## src/design/nprr_pkg.sv

```systemverilog
`timescale 1ns / 1ps
// shared types and constants of the newton polynomial root refiner
// no dependencies; imported by nprr_if, the top, nprr_dp, nprr_ctrl and nprr_checker

package nprr_pkg;

  localparam int NUM_COEF   = 7;
  localparam int COEF_IDX_W = 3;
  localparam int CFG_IDX_W  = 3;
  localparam int ITER_W     = 8;

  // register map of the configuration channel
  localparam logic [CFG_IDX_W-1:0] CFG_IDX_LIMIT = 3'd7;

  localparam logic [ITER_W-1:0] LIMIT_RESET = 8'd100;

  typedef enum logic [1:0] {
    OUTCOME_CONVERGED  = 2'd0,
    OUTCOME_LIMIT      = 2'd1,
    OUTCOME_ZERO_SLOPE = 2'd2
  } outcome_e;

  typedef enum logic [3:0] {
    ST_IDLE,
    ST_ITER,
    ST_MUL_GO,
    ST_MUL_WAIT,
    ST_CHECK,
    ST_DIV_GO,
    ST_DIV_WAIT,
    ST_STEP,
    ST_UPDATE,
    ST_FINISH
  } state_e;

  typedef struct packed {
    logic                  load_guess;
    logic                  iter_begin;
    logic                  mul_start;
    logic                  v_accum;
    logic                  s_accum;
    logic                  div_start;
    logic                  step_apply;
    logic                  est_update;
    logic                  out_load;
    outcome_e              outcome;
    logic [COEF_IDX_W-1:0] idx;
  } dp_cmd_t;

  typedef struct packed {
    logic mul_done;
    logic div_done;
    logic slope_zero;
    logic converged;
    logic at_limit;
    logic limit_zero;
    logic out_free;
  } dp_status_t;

endpackage

```

## src/design/nprr_if.sv

```systemverilog
`timescale 1ns / 1ps
// valid/ready channel interfaces of the newton polynomial root refiner
// depends on nprr_pkg

interface nprr_in_if #(
  parameter int WORD_BITS = 32
) ();
  logic                        valid;
  logic                        ready;
  logic signed [WORD_BITS-1:0] start_guess;

  modport source (output valid, output start_guess, input ready);
  modport sink   (input valid, input start_guess, output ready);
endinterface

interface nprr_out_if #(
  parameter int WORD_BITS = 32
) ();
  import nprr_pkg::*;
  logic                        valid;
  logic                        ready;
  logic signed [WORD_BITS-1:0] root_estimate;
  logic [1:0]                  outcome;
  logic [ITER_W-1:0]           iterations_used;

  modport source (output valid, output root_estimate, output outcome,
                  output iterations_used, input ready);
  modport sink   (input valid, input root_estimate, input outcome,
                  input iterations_used, output ready);
endinterface

interface nprr_cfg_if #(
  parameter int WORD_BITS = 32
) ();
  import nprr_pkg::*;
  logic                 valid;
  logic                 ready;
  logic [CFG_IDX_W-1:0] index;
  logic [WORD_BITS-1:0] data;

  modport source (output valid, output index, output data, input ready);
  modport sink   (input valid, input index, input data, output ready);
endinterface

```

## src/design/newton_poly_root_refine.sv

```systemverilog
`timescale 1ns / 1ps
// top level of the newton polynomial root refiner
// depends on nprr_pkg, nprr_if, nprr_ctrl, nprr_dp (nprr_mul, nprr_div)
//
// usage
//   cfg_i : register writes, index 0..6 = coef_0..coef_6, 7 = iteration_limit;
//           always ready, a write is taken on every valid cycle; write only
//           while no guess is in flight
//   in_i  : one starting guess per transfer, signed fixed point
//   out_o : one result per guess: root estimate, outcome, iterations used
// operation (W = WORD_BITS, F = FRACTION_BITS, D = DEGREE)
//   one guess is worked at a time; each newton iteration runs
//   D horner steps on two bit-serial multipliers (value and slope side
//   by side) plus a restoring divider of W+F steps; an iteration that
//   hits a zero slope stops before the division; defaults are Q8.24,
//   degree 6; the result is loaded into the output register from the
//   finish state after its last iteration (iteration_limit 0: after the transfer)
// reset
//   coefficients clear to zero, iteration_limit returns to 100, no result
//   is pending
// stalls
//   the result sits in an output register; the next guess is taken while
//   it waits, and a finished guess holds in the controller until the
//   register frees up

module newton_poly_root_refine
  import nprr_pkg::*;
#(
  parameter int WORD_BITS     = 32,
  parameter int FRACTION_BITS = 24,
  parameter int DEGREE        = 6
) (
  input  logic        clk_i,
  input  logic        rst_ni,
  nprr_in_if.sink     in_i,
  nprr_out_if.source  out_o,
  nprr_cfg_if.sink    cfg_i
);

  dp_cmd_t    cmd;
  dp_status_t status;
  logic       in_ready;

  // configuration writes never stall
  assign cfg_i.ready = 1'b1;
  assign in_i.ready  = in_ready;

  // sequencing of the newton iterations
  nprr_ctrl #(
    .DEGREE (DEGREE)
  ) u_ctrl (
    .clk_i      (clk_i),
    .rst_ni     (rst_ni),
    .in_valid_i (in_i.valid),
    .in_ready_o (in_ready),
    .status_i   (status),
    .cmd_o      (cmd)
  );

  // arithmetic, configuration registers and result register
  nprr_dp #(
    .WORD_BITS     (WORD_BITS),
    .FRACTION_BITS (FRACTION_BITS),
    .DEGREE        (DEGREE)
  ) u_dp (
    .clk_i       (clk_i),
    .rst_ni      (rst_ni),
    .cmd_i       (cmd),
    .status_o    (status),
    .guess_i     (in_i.start_guess),
    .cfg_we_i    (cfg_i.valid),
    .cfg_idx_i   (cfg_i.index),
    .cfg_data_i  (cfg_i.data),
    .out_ready_i (out_o.ready),
    .out_valid_o (out_o.valid),
    .root_o      (out_o.root_estimate),
    .outcome_o   (out_o.outcome),
    .iters_o     (out_o.iterations_used)
  );

endmodule

```

## src/design/nprr_mul.sv

```systemverilog
`timescale 1ns / 1ps
// bit-serial fixed-point multiplier: shift-add over the WORD_BITS multiplier bits,
// then round to nearest (ties away from zero) and saturate; no package use

module nprr_mul #(
  parameter int WORD_BITS     = 32,
  parameter int FRACTION_BITS = 24
) (
  input  logic                        clk_i,
  input  logic                        rst_ni,
  input  logic                        start_i,
  input  logic signed [WORD_BITS-1:0] a_i,
  input  logic signed [WORD_BITS-1:0] b_i,
  output logic                        done_o,
  output logic signed [WORD_BITS-1:0] res_o
);

  localparam int W     = WORD_BITS;
  localparam int CNT_W = $clog2(W);
  localparam logic [2*W:0] RND  = (2*W+1)'(1) << (FRACTION_BITS - 1);
  localparam logic [2*W:0] HALF = (2*W+1)'(1) << (W - 1);
  localparam logic [W-1:0] WMAX = {1'b0, {(W-1){1'b1}}};
  localparam logic [W-1:0] WMIN = {1'b1, {(W-1){1'b0}}};

  logic             busy_q, fin_q, done_q;
  logic [CNT_W-1:0] cnt_q;
  logic [W-1:0]     mcand_q, mpl_q;
  logic [2*W-1:0]   prod_q;
  logic             neg_q;
  logic [W-1:0]     res_q;

  logic [W-1:0]   a_mag, b_mag, addend;
  logic [W:0]     sum;
  logic [2*W:0]   rounded, mag;
  logic [W-1:0]   res_d;

  assign a_mag  = a_i[W-1] ? (~a_i + W'(1)) : a_i;
  assign b_mag  = b_i[W-1] ? (~b_i + W'(1)) : b_i;
  assign addend = mpl_q[0] ? mcand_q : {W{1'b0}};
  assign sum    = {1'b0, prod_q[2*W-1:W]} + {1'b0, addend};

  always_comb begin
    rounded = {1'b0, prod_q} + RND;
    mag     = rounded >> FRACTION_BITS;
    if (mag >= HALF) begin
      res_d = neg_q ? WMIN : WMAX;
    end else begin
      res_d = neg_q ? (~mag[W-1:0] + W'(1)) : mag[W-1:0];
    end
  end

  always_ff @(posedge clk_i or negedge rst_ni) begin
    if (!rst_ni) begin
      busy_q <= 1'b0;
      fin_q  <= 1'b0;
      done_q <= 1'b0;
      cnt_q  <= '0;
    end else begin
      done_q <= fin_q;
      fin_q  <= 1'b0;
      if (start_i) begin
        busy_q <= 1'b1;
        cnt_q  <= '0;
      end else if (busy_q) begin
        cnt_q <= cnt_q + CNT_W'(1);
        if (cnt_q == CNT_W'(W - 1)) begin
          busy_q <= 1'b0;
          fin_q  <= 1'b1;
        end
      end
    end
  end

  always_ff @(posedge clk_i) begin
    if (start_i) begin
      mcand_q <= a_mag;
      mpl_q   <= b_mag;
      prod_q  <= '0;
      neg_q   <= a_i[W-1] ^ b_i[W-1];
    end else if (busy_q) begin
      prod_q <= {sum, prod_q[W-1:1]};
      mpl_q  <= mpl_q >> 1;
    end
    if (fin_q) begin
      res_q <= res_d;
    end
  end

  assign done_o = done_q;
  assign res_o  = res_q;

endmodule

```

## src/design/nprr_div.sv

```systemverilog
`timescale 1ns / 1ps
// restoring divider for the newton step (n << FRACTION_BITS) / d,
// one quotient bit per cycle, truncated toward zero and saturated

module nprr_div #(
  parameter int WORD_BITS     = 32,
  parameter int FRACTION_BITS = 24
) (
  input  logic                        clk_i,
  input  logic                        rst_ni,
  input  logic                        start_i,
  input  logic signed [WORD_BITS-1:0] num_i,
  input  logic signed [WORD_BITS-1:0] den_i,
  output logic                        done_o,
  output logic signed [WORD_BITS-1:0] quo_o
);

  localparam int W     = WORD_BITS;
  localparam int QW    = WORD_BITS + FRACTION_BITS;
  localparam int CNT_W = $clog2(QW);
  localparam logic [QW-1:0] HALF = QW'(1) << (W - 1);
  localparam logic [W-1:0]  WMAX = {1'b0, {(W-1){1'b1}}};
  localparam logic [W-1:0]  WMIN = {1'b1, {(W-1){1'b0}}};

  logic             busy_q, fin_q, done_q;
  logic [CNT_W-1:0] cnt_q;
  logic [QW-1:0]    nq_q;
  logic [W-1:0]     rem_q, ud_q;
  logic             neg_q;
  logic [W-1:0]     quo_q;

  logic [W-1:0] n_mag, d_mag;
  logic [W:0]   rem_sh, diff;
  logic         ge;
  logic [W-1:0] quo_d;

  assign n_mag  = num_i[W-1] ? (~num_i + W'(1)) : num_i;
  assign d_mag  = den_i[W-1] ? (~den_i + W'(1)) : den_i;
  assign rem_sh = {rem_q, nq_q[QW-1]};
  assign diff   = rem_sh - {1'b0, ud_q};
  assign ge     = ~diff[W];

  always_comb begin
    if (nq_q >= HALF) begin
      quo_d = neg_q ? WMIN : WMAX;
    end else begin
      quo_d = neg_q ? (~nq_q[W-1:0] + W'(1)) : nq_q[W-1:0];
    end
  end

  always_ff @(posedge clk_i or negedge rst_ni) begin
    if (!rst_ni) begin
      busy_q <= 1'b0;
      fin_q  <= 1'b0;
      done_q <= 1'b0;
      cnt_q  <= '0;
    end else begin
      done_q <= fin_q;
      fin_q  <= 1'b0;
      if (start_i) begin
        busy_q <= 1'b1;
        cnt_q  <= '0;
      end else if (busy_q) begin
        cnt_q <= cnt_q + CNT_W'(1);
        if (cnt_q == CNT_W'(QW - 1)) begin
          busy_q <= 1'b0;
          fin_q  <= 1'b1;
        end
      end
    end
  end

  always_ff @(posedge clk_i) begin
    if (start_i) begin
      nq_q  <= {n_mag, {FRACTION_BITS{1'b0}}};
      ud_q  <= d_mag;
      rem_q <= '0;
      neg_q <= num_i[W-1] ^ den_i[W-1];
    end else if (busy_q) begin
      rem_q <= ge ? diff[W-1:0] : rem_sh[W-1:0];
      nq_q  <= {nq_q[QW-2:0], ge};
    end
    if (fin_q) begin
      quo_q <= quo_d;
    end
  end

  assign done_o = done_q;
  assign quo_o  = quo_q;

endmodule

```

## src/design/nprr_dp.sv

```systemverilog
`timescale 1ns / 1ps
// datapath: coefficient registers, estimate and horner accumulators,
// two serial multipliers, the step divider and the result register; uses nprr_pkg

module nprr_dp
  import nprr_pkg::*;
#(
  parameter int WORD_BITS     = 32,
  parameter int FRACTION_BITS = 24,
  parameter int DEGREE        = 6
) (
  input  logic                        clk_i,
  input  logic                        rst_ni,
  input  dp_cmd_t                     cmd_i,
  output dp_status_t                  status_o,
  input  logic signed [WORD_BITS-1:0] guess_i,
  input  logic                        cfg_we_i,
  input  logic [CFG_IDX_W-1:0]        cfg_idx_i,
  input  logic [WORD_BITS-1:0]        cfg_data_i,
  input  logic                        out_ready_i,
  output logic                        out_valid_o,
  output logic signed [WORD_BITS-1:0] root_o,
  output logic [1:0]                  outcome_o,
  output logic [ITER_W-1:0]           iters_o
);

  localparam int W = WORD_BITS;
  localparam logic [W-1:0] WMAX = {1'b0, {(W-1){1'b1}}};
  localparam logic [W-1:0] WMIN = {1'b1, {(W-1){1'b0}}};
  localparam logic [COEF_IDX_W-1:0] TOP_IDX = COEF_IDX_W'(DEGREE);
  // convergence tolerance, ceil(1e-6 * 2^FRACTION_BITS)
  localparam longint unsigned TOL_Q =
    ((64'd1 << FRACTION_BITS) + 64'd999999) / 64'd1000000;
  localparam logic [W:0] TOL_W =
    ((TOL_Q >> W) != 0) ? {(W+1){1'b1}} : (W+1)'(TOL_Q);

  function automatic logic [W-1:0] sat_add(input logic [W-1:0] a, input logic [W-1:0] b);
    logic [W:0] sum;
    sum = {a[W-1], a} + {b[W-1], b};
    if (sum[W] != sum[W-1]) begin
      return sum[W] ? WMIN : WMAX;
    end
    return sum[W-1:0];
  endfunction

  function automatic logic [W-1:0] sat_sub(input logic [W-1:0] a, input logic [W-1:0] b);
    logic [W:0] dif;
    dif = {a[W-1], a} - {b[W-1], b};
    if (dif[W] != dif[W-1]) begin
      return dif[W] ? WMIN : WMAX;
    end
    return dif[W-1:0];
  endfunction

  // configuration state
  logic [W-1:0]      coef_q  [NUM_COEF];
  logic [W-1:0]      dcoef_q [NUM_COEF];
  logic [ITER_W-1:0] limit_q;

  // iteration state
  logic [W-1:0]      x_q, xn_q, v_q, s_q;
  logic [ITER_W-1:0] cnt_q;

  // result register
  logic              out_valid_q;
  logic [W-1:0]      root_q;
  logic [1:0]        outcome_q;
  logic [ITER_W-1:0] iters_q;

  logic signed [W+3:0] dprod;
  logic [W-1:0]        dsat;
  logic                dfits;
  logic                v_done, s_done, div_done;
  logic signed [W-1:0] v_prod, s_prod, quo;
  logic [W:0]          dx, dx_abs;

  // derivative coefficient i * c_i, saturated, worked out at write time
  assign dprod = $signed({{4{cfg_data_i[W-1]}}, cfg_data_i})
               * $signed({{(W+1){1'b0}}, cfg_idx_i});
  assign dfits = (&dprod[W+3:W-1]) | ~(|dprod[W+3:W-1]);
  assign dsat  = dfits ? dprod[W-1:0] : (dprod[W+3] ? WMIN : WMAX);

  always_ff @(posedge clk_i or negedge rst_ni) begin
    if (!rst_ni) begin
      for (int i = 0; i < NUM_COEF; i++) begin
        coef_q[i]  <= '0;
        dcoef_q[i] <= '0;
      end
      limit_q <= LIMIT_RESET;
    end else if (cfg_we_i) begin
      if (cfg_idx_i == CFG_IDX_LIMIT) begin
        limit_q <= cfg_data_i[ITER_W-1:0];
      end else begin
        coef_q[cfg_idx_i]  <= cfg_data_i;
        dcoef_q[cfg_idx_i] <= dsat;
      end
    end
  end

  nprr_mul #(
    .WORD_BITS     (WORD_BITS),
    .FRACTION_BITS (FRACTION_BITS)
  ) u_mul_v (
    .clk_i   (clk_i),
    .rst_ni  (rst_ni),
    .start_i (cmd_i.mul_start),
    .a_i     (v_q),
    .b_i     (x_q),
    .done_o  (v_done),
    .res_o   (v_prod)
  );

  nprr_mul #(
    .WORD_BITS     (WORD_BITS),
    .FRACTION_BITS (FRACTION_BITS)
  ) u_mul_s (
    .clk_i   (clk_i),
    .rst_ni  (rst_ni),
    .start_i (cmd_i.mul_start),
    .a_i     (s_q),
    .b_i     (x_q),
    .done_o  (s_done),
    .res_o   (s_prod)
  );

  nprr_div #(
    .WORD_BITS     (WORD_BITS),
    .FRACTION_BITS (FRACTION_BITS)
  ) u_div (
    .clk_i   (clk_i),
    .rst_ni  (rst_ni),
    .start_i (cmd_i.div_start),
    .num_i   (v_q),
    .den_i   (s_q),
    .done_o  (div_done),
    .quo_o   (quo)
  );

  always_ff @(posedge clk_i or negedge rst_ni) begin
    if (!rst_ni) begin
      x_q   <= '0;
      xn_q  <= '0;
      v_q   <= '0;
      s_q   <= '0;
      cnt_q <= '0;
    end else begin
      if (cmd_i.load_guess) begin
        x_q   <= guess_i;
        cnt_q <= '0;
      end
      if (cmd_i.iter_begin) begin
        cnt_q <= cnt_q + ITER_W'(1);
        v_q   <= coef_q[TOP_IDX];
        s_q   <= dcoef_q[TOP_IDX];
      end
      if (cmd_i.v_accum) begin
        v_q <= sat_add(v_prod, coef_q[cmd_i.idx]);
      end
      if (cmd_i.s_accum) begin
        s_q <= sat_add(s_prod, dcoef_q[cmd_i.idx]);
      end
      if (cmd_i.step_apply) begin
        xn_q <= sat_sub(x_q, quo);
      end
      if (cmd_i.est_update) begin
        x_q <= xn_q;
      end
    end
  end

  // size of the last newton step
  assign dx     = {xn_q[W-1], xn_q} - {x_q[W-1], x_q};
  assign dx_abs = dx[W] ? (~dx + (W+1)'(1)) : dx;

  always_ff @(posedge clk_i or negedge rst_ni) begin
    if (!rst_ni) begin
      out_valid_q <= 1'b0;
    end else if (cmd_i.out_load) begin
      out_valid_q <= 1'b1;
    end else if (out_ready_i) begin
      out_valid_q <= 1'b0;
    end
  end

  always_ff @(posedge clk_i) begin
    if (cmd_i.out_load) begin
      root_q    <= x_q;
      outcome_q <= cmd_i.outcome;
      iters_q   <= cnt_q;
    end
  end

  always_comb begin
    status_o            = '0;
    status_o.mul_done   = v_done & s_done;
    status_o.div_done   = div_done;
    status_o.slope_zero = (s_q == '0);
    status_o.converged  = (dx_abs < TOL_W);
    status_o.at_limit   = (cnt_q == limit_q);
    status_o.limit_zero = (limit_q == '0);
    status_o.out_free   = ~out_valid_q | out_ready_i;
  end

  assign out_valid_o = out_valid_q;
  assign root_o      = root_q;
  assign outcome_o   = outcome_q;
  assign iters_o     = iters_q;

endmodule

```

## src/design/nprr_ctrl.sv

```systemverilog
`timescale 1ns / 1ps
// controller: sequences horner passes, slope check, division and the
// estimate update for one guess at a time; uses nprr_pkg

module nprr_ctrl
  import nprr_pkg::*;
#(
  parameter int DEGREE = 6
) (
  input  logic       clk_i,
  input  logic       rst_ni,
  input  logic       in_valid_i,
  output logic       in_ready_o,
  input  dp_status_t status_i,
  output dp_cmd_t    cmd_o
);

  localparam logic [COEF_IDX_W-1:0] FIRST_IDX = COEF_IDX_W'(DEGREE - 1);

  state_e                state_q, state_d;
  logic [COEF_IDX_W-1:0] idx_q, idx_d;
  outcome_e              outcome_q, outcome_d;

  always_ff @(posedge clk_i or negedge rst_ni) begin
    if (!rst_ni) begin
      state_q   <= ST_IDLE;
      idx_q     <= '0;
      outcome_q <= OUTCOME_CONVERGED;
    end else begin
      state_q   <= state_d;
      idx_q     <= idx_d;
      outcome_q <= outcome_d;
    end
  end

  always_comb begin
    state_d       = state_q;
    idx_d         = idx_q;
    outcome_d     = outcome_q;
    in_ready_o    = 1'b0;
    cmd_o         = '0;
    cmd_o.outcome = outcome_q;
    cmd_o.idx     = idx_q;
    case (state_q)
      ST_IDLE: begin
        in_ready_o = 1'b1;
        if (in_valid_i) begin
          cmd_o.load_guess = 1'b1;
          if (status_i.limit_zero) begin
            outcome_d = OUTCOME_LIMIT;
            state_d   = ST_FINISH;
          end else begin
            state_d = ST_ITER;
          end
        end
      end
      ST_ITER: begin
        cmd_o.iter_begin = 1'b1;
        idx_d            = FIRST_IDX;
        state_d          = ST_MUL_GO;
      end
      ST_MUL_GO: begin
        cmd_o.mul_start = 1'b1;
        state_d         = ST_MUL_WAIT;
      end
      ST_MUL_WAIT: begin
        if (status_i.mul_done) begin
          cmd_o.v_accum = 1'b1;
          // the slope polynomial is one degree lower
          cmd_o.s_accum = (idx_q != '0);
          if (idx_q == '0) begin
            state_d = ST_CHECK;
          end else begin
            idx_d   = idx_q - COEF_IDX_W'(1);
            state_d = ST_MUL_GO;
          end
        end
      end
      ST_CHECK: begin
        if (status_i.slope_zero) begin
          outcome_d = OUTCOME_ZERO_SLOPE;
          state_d   = ST_FINISH;
        end else begin
          state_d = ST_DIV_GO;
        end
      end
      ST_DIV_GO: begin
        cmd_o.div_start = 1'b1;
        state_d         = ST_DIV_WAIT;
      end
      ST_DIV_WAIT: begin
        if (status_i.div_done) begin
          state_d = ST_STEP;
        end
      end
      ST_STEP: begin
        cmd_o.step_apply = 1'b1;
        state_d          = ST_UPDATE;
      end
      ST_UPDATE: begin
        cmd_o.est_update = 1'b1;
        if (status_i.converged) begin
          outcome_d = OUTCOME_CONVERGED;
          state_d   = ST_FINISH;
        end else if (status_i.at_limit) begin
          outcome_d = OUTCOME_LIMIT;
          state_d   = ST_FINISH;
        end else begin
          state_d = ST_ITER;
        end
      end
      ST_FINISH: begin
        if (status_i.out_free) begin
          cmd_o.out_load = 1'b1;
          state_d        = ST_IDLE;
        end
      end
      default: begin
        state_d = ST_IDLE;
      end
    endcase
  end

endmodule

```

## src/flat_wrapper.sv

```systemverilog
// flat-port wrapper written by rule: the top's interface ports become plain ports
module newton_poly_root_refine_flat import nprr_pkg::*;
#(
  parameter int WORD_BITS     = 32,
  parameter int FRACTION_BITS = 24,
  parameter int DEGREE        = 6
)
  (clk_i, rst_ni, in_i_valid, in_i_start_guess, in_i_ready, out_o_valid, out_o_root_estimate, out_o_outcome, out_o_iterations_used, out_o_ready, cfg_i_valid, cfg_i_index, cfg_i_data, cfg_i_ready);
  nprr_in_if #(.WORD_BITS(WORD_BITS)) in_i_i ();
  nprr_out_if #(.WORD_BITS(WORD_BITS)) out_o_i ();
  nprr_cfg_if #(.WORD_BITS(WORD_BITS)) cfg_i_i ();
  input  logic clk_i;
  input  logic rst_ni;
  input wire logic [$bits(in_i_i.valid)-1:0] in_i_valid;
  input wire logic [$bits(in_i_i.start_guess)-1:0] in_i_start_guess;
  output wire logic [$bits(in_i_i.ready)-1:0] in_i_ready;
  output wire logic [$bits(out_o_i.valid)-1:0] out_o_valid;
  output wire logic [$bits(out_o_i.root_estimate)-1:0] out_o_root_estimate;
  output wire logic [$bits(out_o_i.outcome)-1:0] out_o_outcome;
  output wire logic [$bits(out_o_i.iterations_used)-1:0] out_o_iterations_used;
  input wire logic [$bits(out_o_i.ready)-1:0] out_o_ready;
  input wire logic [$bits(cfg_i_i.valid)-1:0] cfg_i_valid;
  input wire logic [$bits(cfg_i_i.index)-1:0] cfg_i_index;
  input wire logic [$bits(cfg_i_i.data)-1:0] cfg_i_data;
  output wire logic [$bits(cfg_i_i.ready)-1:0] cfg_i_ready;
  assign in_i_i.valid = in_i_valid;
  assign in_i_i.start_guess = in_i_start_guess;
  assign in_i_ready = in_i_i.ready;
  assign out_o_valid = out_o_i.valid;
  assign out_o_root_estimate = out_o_i.root_estimate;
  assign out_o_outcome = out_o_i.outcome;
  assign out_o_iterations_used = out_o_i.iterations_used;
  assign out_o_i.ready = out_o_ready;
  assign cfg_i_i.valid = cfg_i_valid;
  assign cfg_i_i.index = cfg_i_index;
  assign cfg_i_i.data = cfg_i_data;
  assign cfg_i_ready = cfg_i_i.ready;
  newton_poly_root_refine #(.WORD_BITS(WORD_BITS), .FRACTION_BITS(FRACTION_BITS), .DEGREE(DEGREE)) u_core (.clk_i(clk_i), .rst_ni(rst_ni), .in_i(in_i_i), .out_o(out_o_i), .cfg_i(cfg_i_i));
endmodule
```

## config.mk

```make
export PLATFORM = sky130hd
export DESIGN_NAME = newton_poly_root_refine_flat
export DESIGN_NICKNAME = d
export VERILOG_FILES = /design/src/design/nprr_pkg.sv /design/src/design/nprr_if.sv /design/src/design/newton_poly_root_refine.sv /design/src/design/nprr_mul.sv /design/src/design/nprr_div.sv /design/src/design/nprr_dp.sv /design/src/design/nprr_ctrl.sv /design/src/flat_wrapper.sv
export SDC_FILE = /design/constraint.sdc
export NUM_CORES = 2
export LEC_CHECK = 0
export ABC_AREA = 0
export BUFFER_PORTS_ARGS = -buffer_cell sky130_fd_sc_hd__buf_2
export CAP_MARGIN = 20
export CORE_ASPECT_RATIO = 0.9
export CORE_MARGIN = 2
export CORE_UTILIZATION = 45
export DETAILED_ROUTE_END_ITERATION = 16
export PLACE_DENSITY_LB_ADDON = 0.12
export SYNTH_ARGS = -nofsm -noshare
export SYNTH_HDL_FRONTEND = slang
export SYNTH_SLANG_ARGS = --single-unit
```

## constraint.sdc

```tcl
create_clock -name clk_i -period 6.34 [get_ports clk_i]
set_input_delay 1.268 -clock clk_i [delete_from_list [all_inputs] [get_ports clk_i]]
set_output_delay 1.268 -clock clk_i [all_outputs]
set_load 0.05 [all_outputs]
```

==> metrics.txt <==
outcome finished clean; setup_tns 0 ns; residual DRC count 0; CTS max path bufs 3; H-Tree Level Count 3; Rows 134; Initial Util 0.454; worst path required time 6.91 ns; die span in x 412 um; RD Place Congestion 0.915; Post-synth top flop dfrtp_1; synthesized flop and latch total 1,098; Async SR Flop Fraction 0.571; Fin. Hold Viols 0; Initial DRC Count 4,352; post-synth top area cell dfrtp_1; syn_nets 7,471; WL/cell 21.2 um; slowest CP cell o21ai_0; clk_lat worst skew 0.75 ns; CTS clk-pin slew, worst paths 0.06 ns; synthesized-area fraction occupied by adder cells 0.0722; CP endpoint kind flip-flop; Leak 32.0 nW; die area 0.153 mm2; max_cap viols 0; CTS tree yes; core box area 0.148 mm2; cell area after layout 0.0745 mm2; Crit Path Max Fanout 17; critical path, cell by cell buf_2 > and2_1 > ha_1 > inv_1 > fa_1 > inv_1 > fa_1 > a211oi_1 > o21bai_1 > nor4_1 > or3_1 > a21oi_1 > a31oi_1 > o41ai_1 > buf_4 > o41ai_1 > xnor2_1 > nor4_2 > nor2_1 > buf_4 > o21ai_0 > o21ai_0; mux share of post-synthesis cell area 0.103; pwr/cell area 507 mW/mm2; Post-Synth XOR/XNOR Area 0.0509; drt total wl 194 mm; max incr delay on CP 0.64 ns; Synth top area share 0.232; Post-synth EDFFs 333; CTS resizes 0; Layout Area Growth over Synthesis 10.6%; RSZ-0062 raised after global routing false; TritonCTS Buffers 120; top-level I/O count 117; mapped cell area 0.0673 mm2; Netlist cell types 96; Fin Clk Skew 0.0213 ns; die height 371 um; worst slew pin tran 1.02 ns; root buf cell clkbuf_16; Via density 5.76; total grt overflow 0; maximum clock rate 171 MHz; minimum clock period 5.83 ns; Critical Path Source Type input port; post-DP HPWL 140 mm; DR pass1 iterations 6; placed cell areas 0.0703 mm2; via count 52,700; initial antenna violation count 7; Synth area leaders dfrtp_1 23%, edfxtp_1 15%, ha_1 5.8%; Antenna Nets Post-Route 0; total global-route track usage 0.250; Seq/Total Area, Yosys 0.423; share of cells above drive strength 1 0.122; relative slew slack 0.320; Slew Viols, Final 0; count of final setup violators 0; first-pass GRT wire length 300 mm; Worst Path Arrival 6.40 ns; HP Class input port to async pin; Compound-Gate Fraction of Synth Area 0.162; Syn Area/Cell 9.55 um2; TritonCTS Sinks 1,098; largest family of logic cells by synthesized area compound AO/OA/AOI/OAI gates; Worst R2R Setup Slack 0.52 ns; Post-Syn Instances 7,050; period utilization 0.920; vias in the first global route 49,600; Buffers on Ports 115; Crit Path Class input port to flip-flop; Final #Nets 7,480; Worst VDD drop 0.000269 V; simple-gate share of the synthesized area 0.148; postcts setup bufs 0; CTS Hold Buffers Added 0; pin count of the biggest net entering global routing 146; Synth warnings 0
cell usage after synthesis, drive strengths merged (49+ instances only):
library cell / instances
xnor2: 254
nor4: 49
edfxtp: 333
mux2: 244
clkbuf: 302
and3: 66
inv: 332
xor2: 137
nor3: 122
ha: 310
a21oi: 454
a21o: 134
mux2i: 277
nand2: 691
nor2: 561
o21a: 108
mux4: 64
nand4: 53
dfrtp: 624
buf: 75
o22ai: 63
nand2b: 63
and2: 155
or3: 50
dfxtp: 138
nand3: 143
nor2b: 61
o21ai: 608
path summary, 6_finish.rpt:
| path | from | end | cells past startpoint |
|---|---|---|---|
| max | cfg_i_index[2] | u_core.u_dp.dcoef_q[139]$_DFFE_PN0P_ | 22 |
| min | rst_ni | u_core.u_dp.xn_q[9]$_DFFE_PN0N_ | 1 |
| max reg2reg | u_core.u_ctrl.idx_q[1]$_DFFE_PN0P_ | u_core.u_dp.s_q[10]$_DFFE_PN0P_ | 17 |
| min reg2reg | u_core.u_dp.dcoef_q[123]$_DFFE_PN0P_ | u_core.u_dp.dcoef_q[123]$_DFFE_PN0P_ | 2 |
| max in group asynchronous | rst_ni | u_core.u_dp.coef_q[186]$_DFFE_PN0P_ | 2 |
| min in group clk_i | u_core.u_dp.dcoef_q[123]$_DFFE_PN0P_ | u_core.u_dp.dcoef_q[123]$_DFFE_PN0P_ | 2 |
per-layer routing:
metal,GRT usage,share of wire,vias up
met4,0.0509,0.019,2
li1,-,-,25400
met2,0.388,0.44,1220
met1,0.377,0.49,25900
met3,0.0262,0.048,190
met5,0,0.000067,-
kinds of logic (layout without fill, tap and decap cells):
family          Yosys count  after routing
other cells               1             10
simple gates           2110           2110
fa+ha+maj               369            369
mux                     585            585
buf+inv                 711            823
xor+xnor                391            391
compound gates         1785           1785
flops                  1098           1098
sequential cells by signal (all words and copies together) (netlist names), 32 cells and up:
name and count:
u_core.u_dp.u_div.quo_o 32, u_core.u_dp.u_div.nq_q 56, u_core.u_dp.u_mul_s.mpl_q 32, u_core.u_dp.x_q 32, u_core.u_dp.u_div.ud_q 32, u_core.u_dp.coef_q 224
u_core.u_dp.u_mul_s.prod_q 41, u_core.u_dp.u_mul_v.res_o 32, u_core.u_dp.root_o 32, u_core.u_dp.u_mul_v.mcand_q 32, u_core.u_dp.v_q 32, u_core.u_dp.s_q 32
u_core.u_dp.xn_q 32, u_core.u_dp.u_mul_v.prod_q 41, u_core.u_dp.u_mul_v.mpl_q 32, u_core.u_dp.dcoef_q 224, u_core.u_dp.u_mul_s.res_o 32, u_core.u_dp.u_mul_s.mcand_q 32
u_core.u_dp.u_div.rem_q 32
area by class of cell:
| cell class | instances | area, um2 |
|---|---|---|
| antenna | 9 | 22.5 |
| clock buffer | 153 | 3300 |
| tap | 1972 | 2470 |
| fill | 13900 | 73900 |
| inverter | 333 | 1260 |
| clock inverter | 72 | 797 |
| timing repair buffer | 265 | 1900 |
| sequential | 1098 | 28500 |
| multi-input combinational | 5241 | 36300 |
worst max-delay path: cells and delay by family:
kind / cells / cell delay [ns]
AOI/OAI and AO/OA: 8 / 2.00
adders and majority gates: 3 / 1.28
and+or+nand+nor: 5 / 0.97
xor gates and xnor gates: 1 / 0.17
buffers and inverters: 5 / 0.69
per-stage QoR:
step | hold slack, ns | util | setup slack (ns) | total power [mW] | std cells
after global placement | 0.454 | 0.474 | -0.0229 | 30.1 | 8905
after floorplan | 0.420 | - | 0.134 | 24.9 | 7050
after detailed placement | 0.465 | 0.474 | -0.154 | 30.4 | 8906
after global routing | 0.458 | 0.502 | 0.0810 | 40.5 | 9134
final | 0.438 | 0.502 | 0.508 | 37.8 | 9143
after CTS | 0.428 | 0.501 | 0.591 | 37.8 | 9131
cells in the final DEF (no fill, tap or decap), types with 43 or more instances in the layout:
master / instances
a31oi_1: 46
o21ai_0: 597
nor4_1: 44
dfxtp_1: 138
o31ai_1: 46
nand2_1: 686
nand2b_1: 63
and3_1: 65
a21o_1: 134
buf_4: 134
clkbuf_16: 121
nand3_1: 139
ha_1: 310
nor3_1: 119
a21oi_1: 454
nand4_1: 53
inv_1: 330
o22ai_1: 63
xnor2_1: 254
xor2_1: 137
edfxtp_1: 333
mux4_2: 64
nor2_1: 558
mux2_2: 244
or3_1: 43
mux2i_1: 277
dfrtp_1: 618
o21a_1: 108
nor2b_1: 61
buf_2: 115
and2_1: 154
power by group:
group          switching (mW)  internal [mW]
combinational            10.9           7.58
sequential               2.16           9.89
clock                    3.07           4.22
No activity file was read; power rests on OpenSTA's default activity.
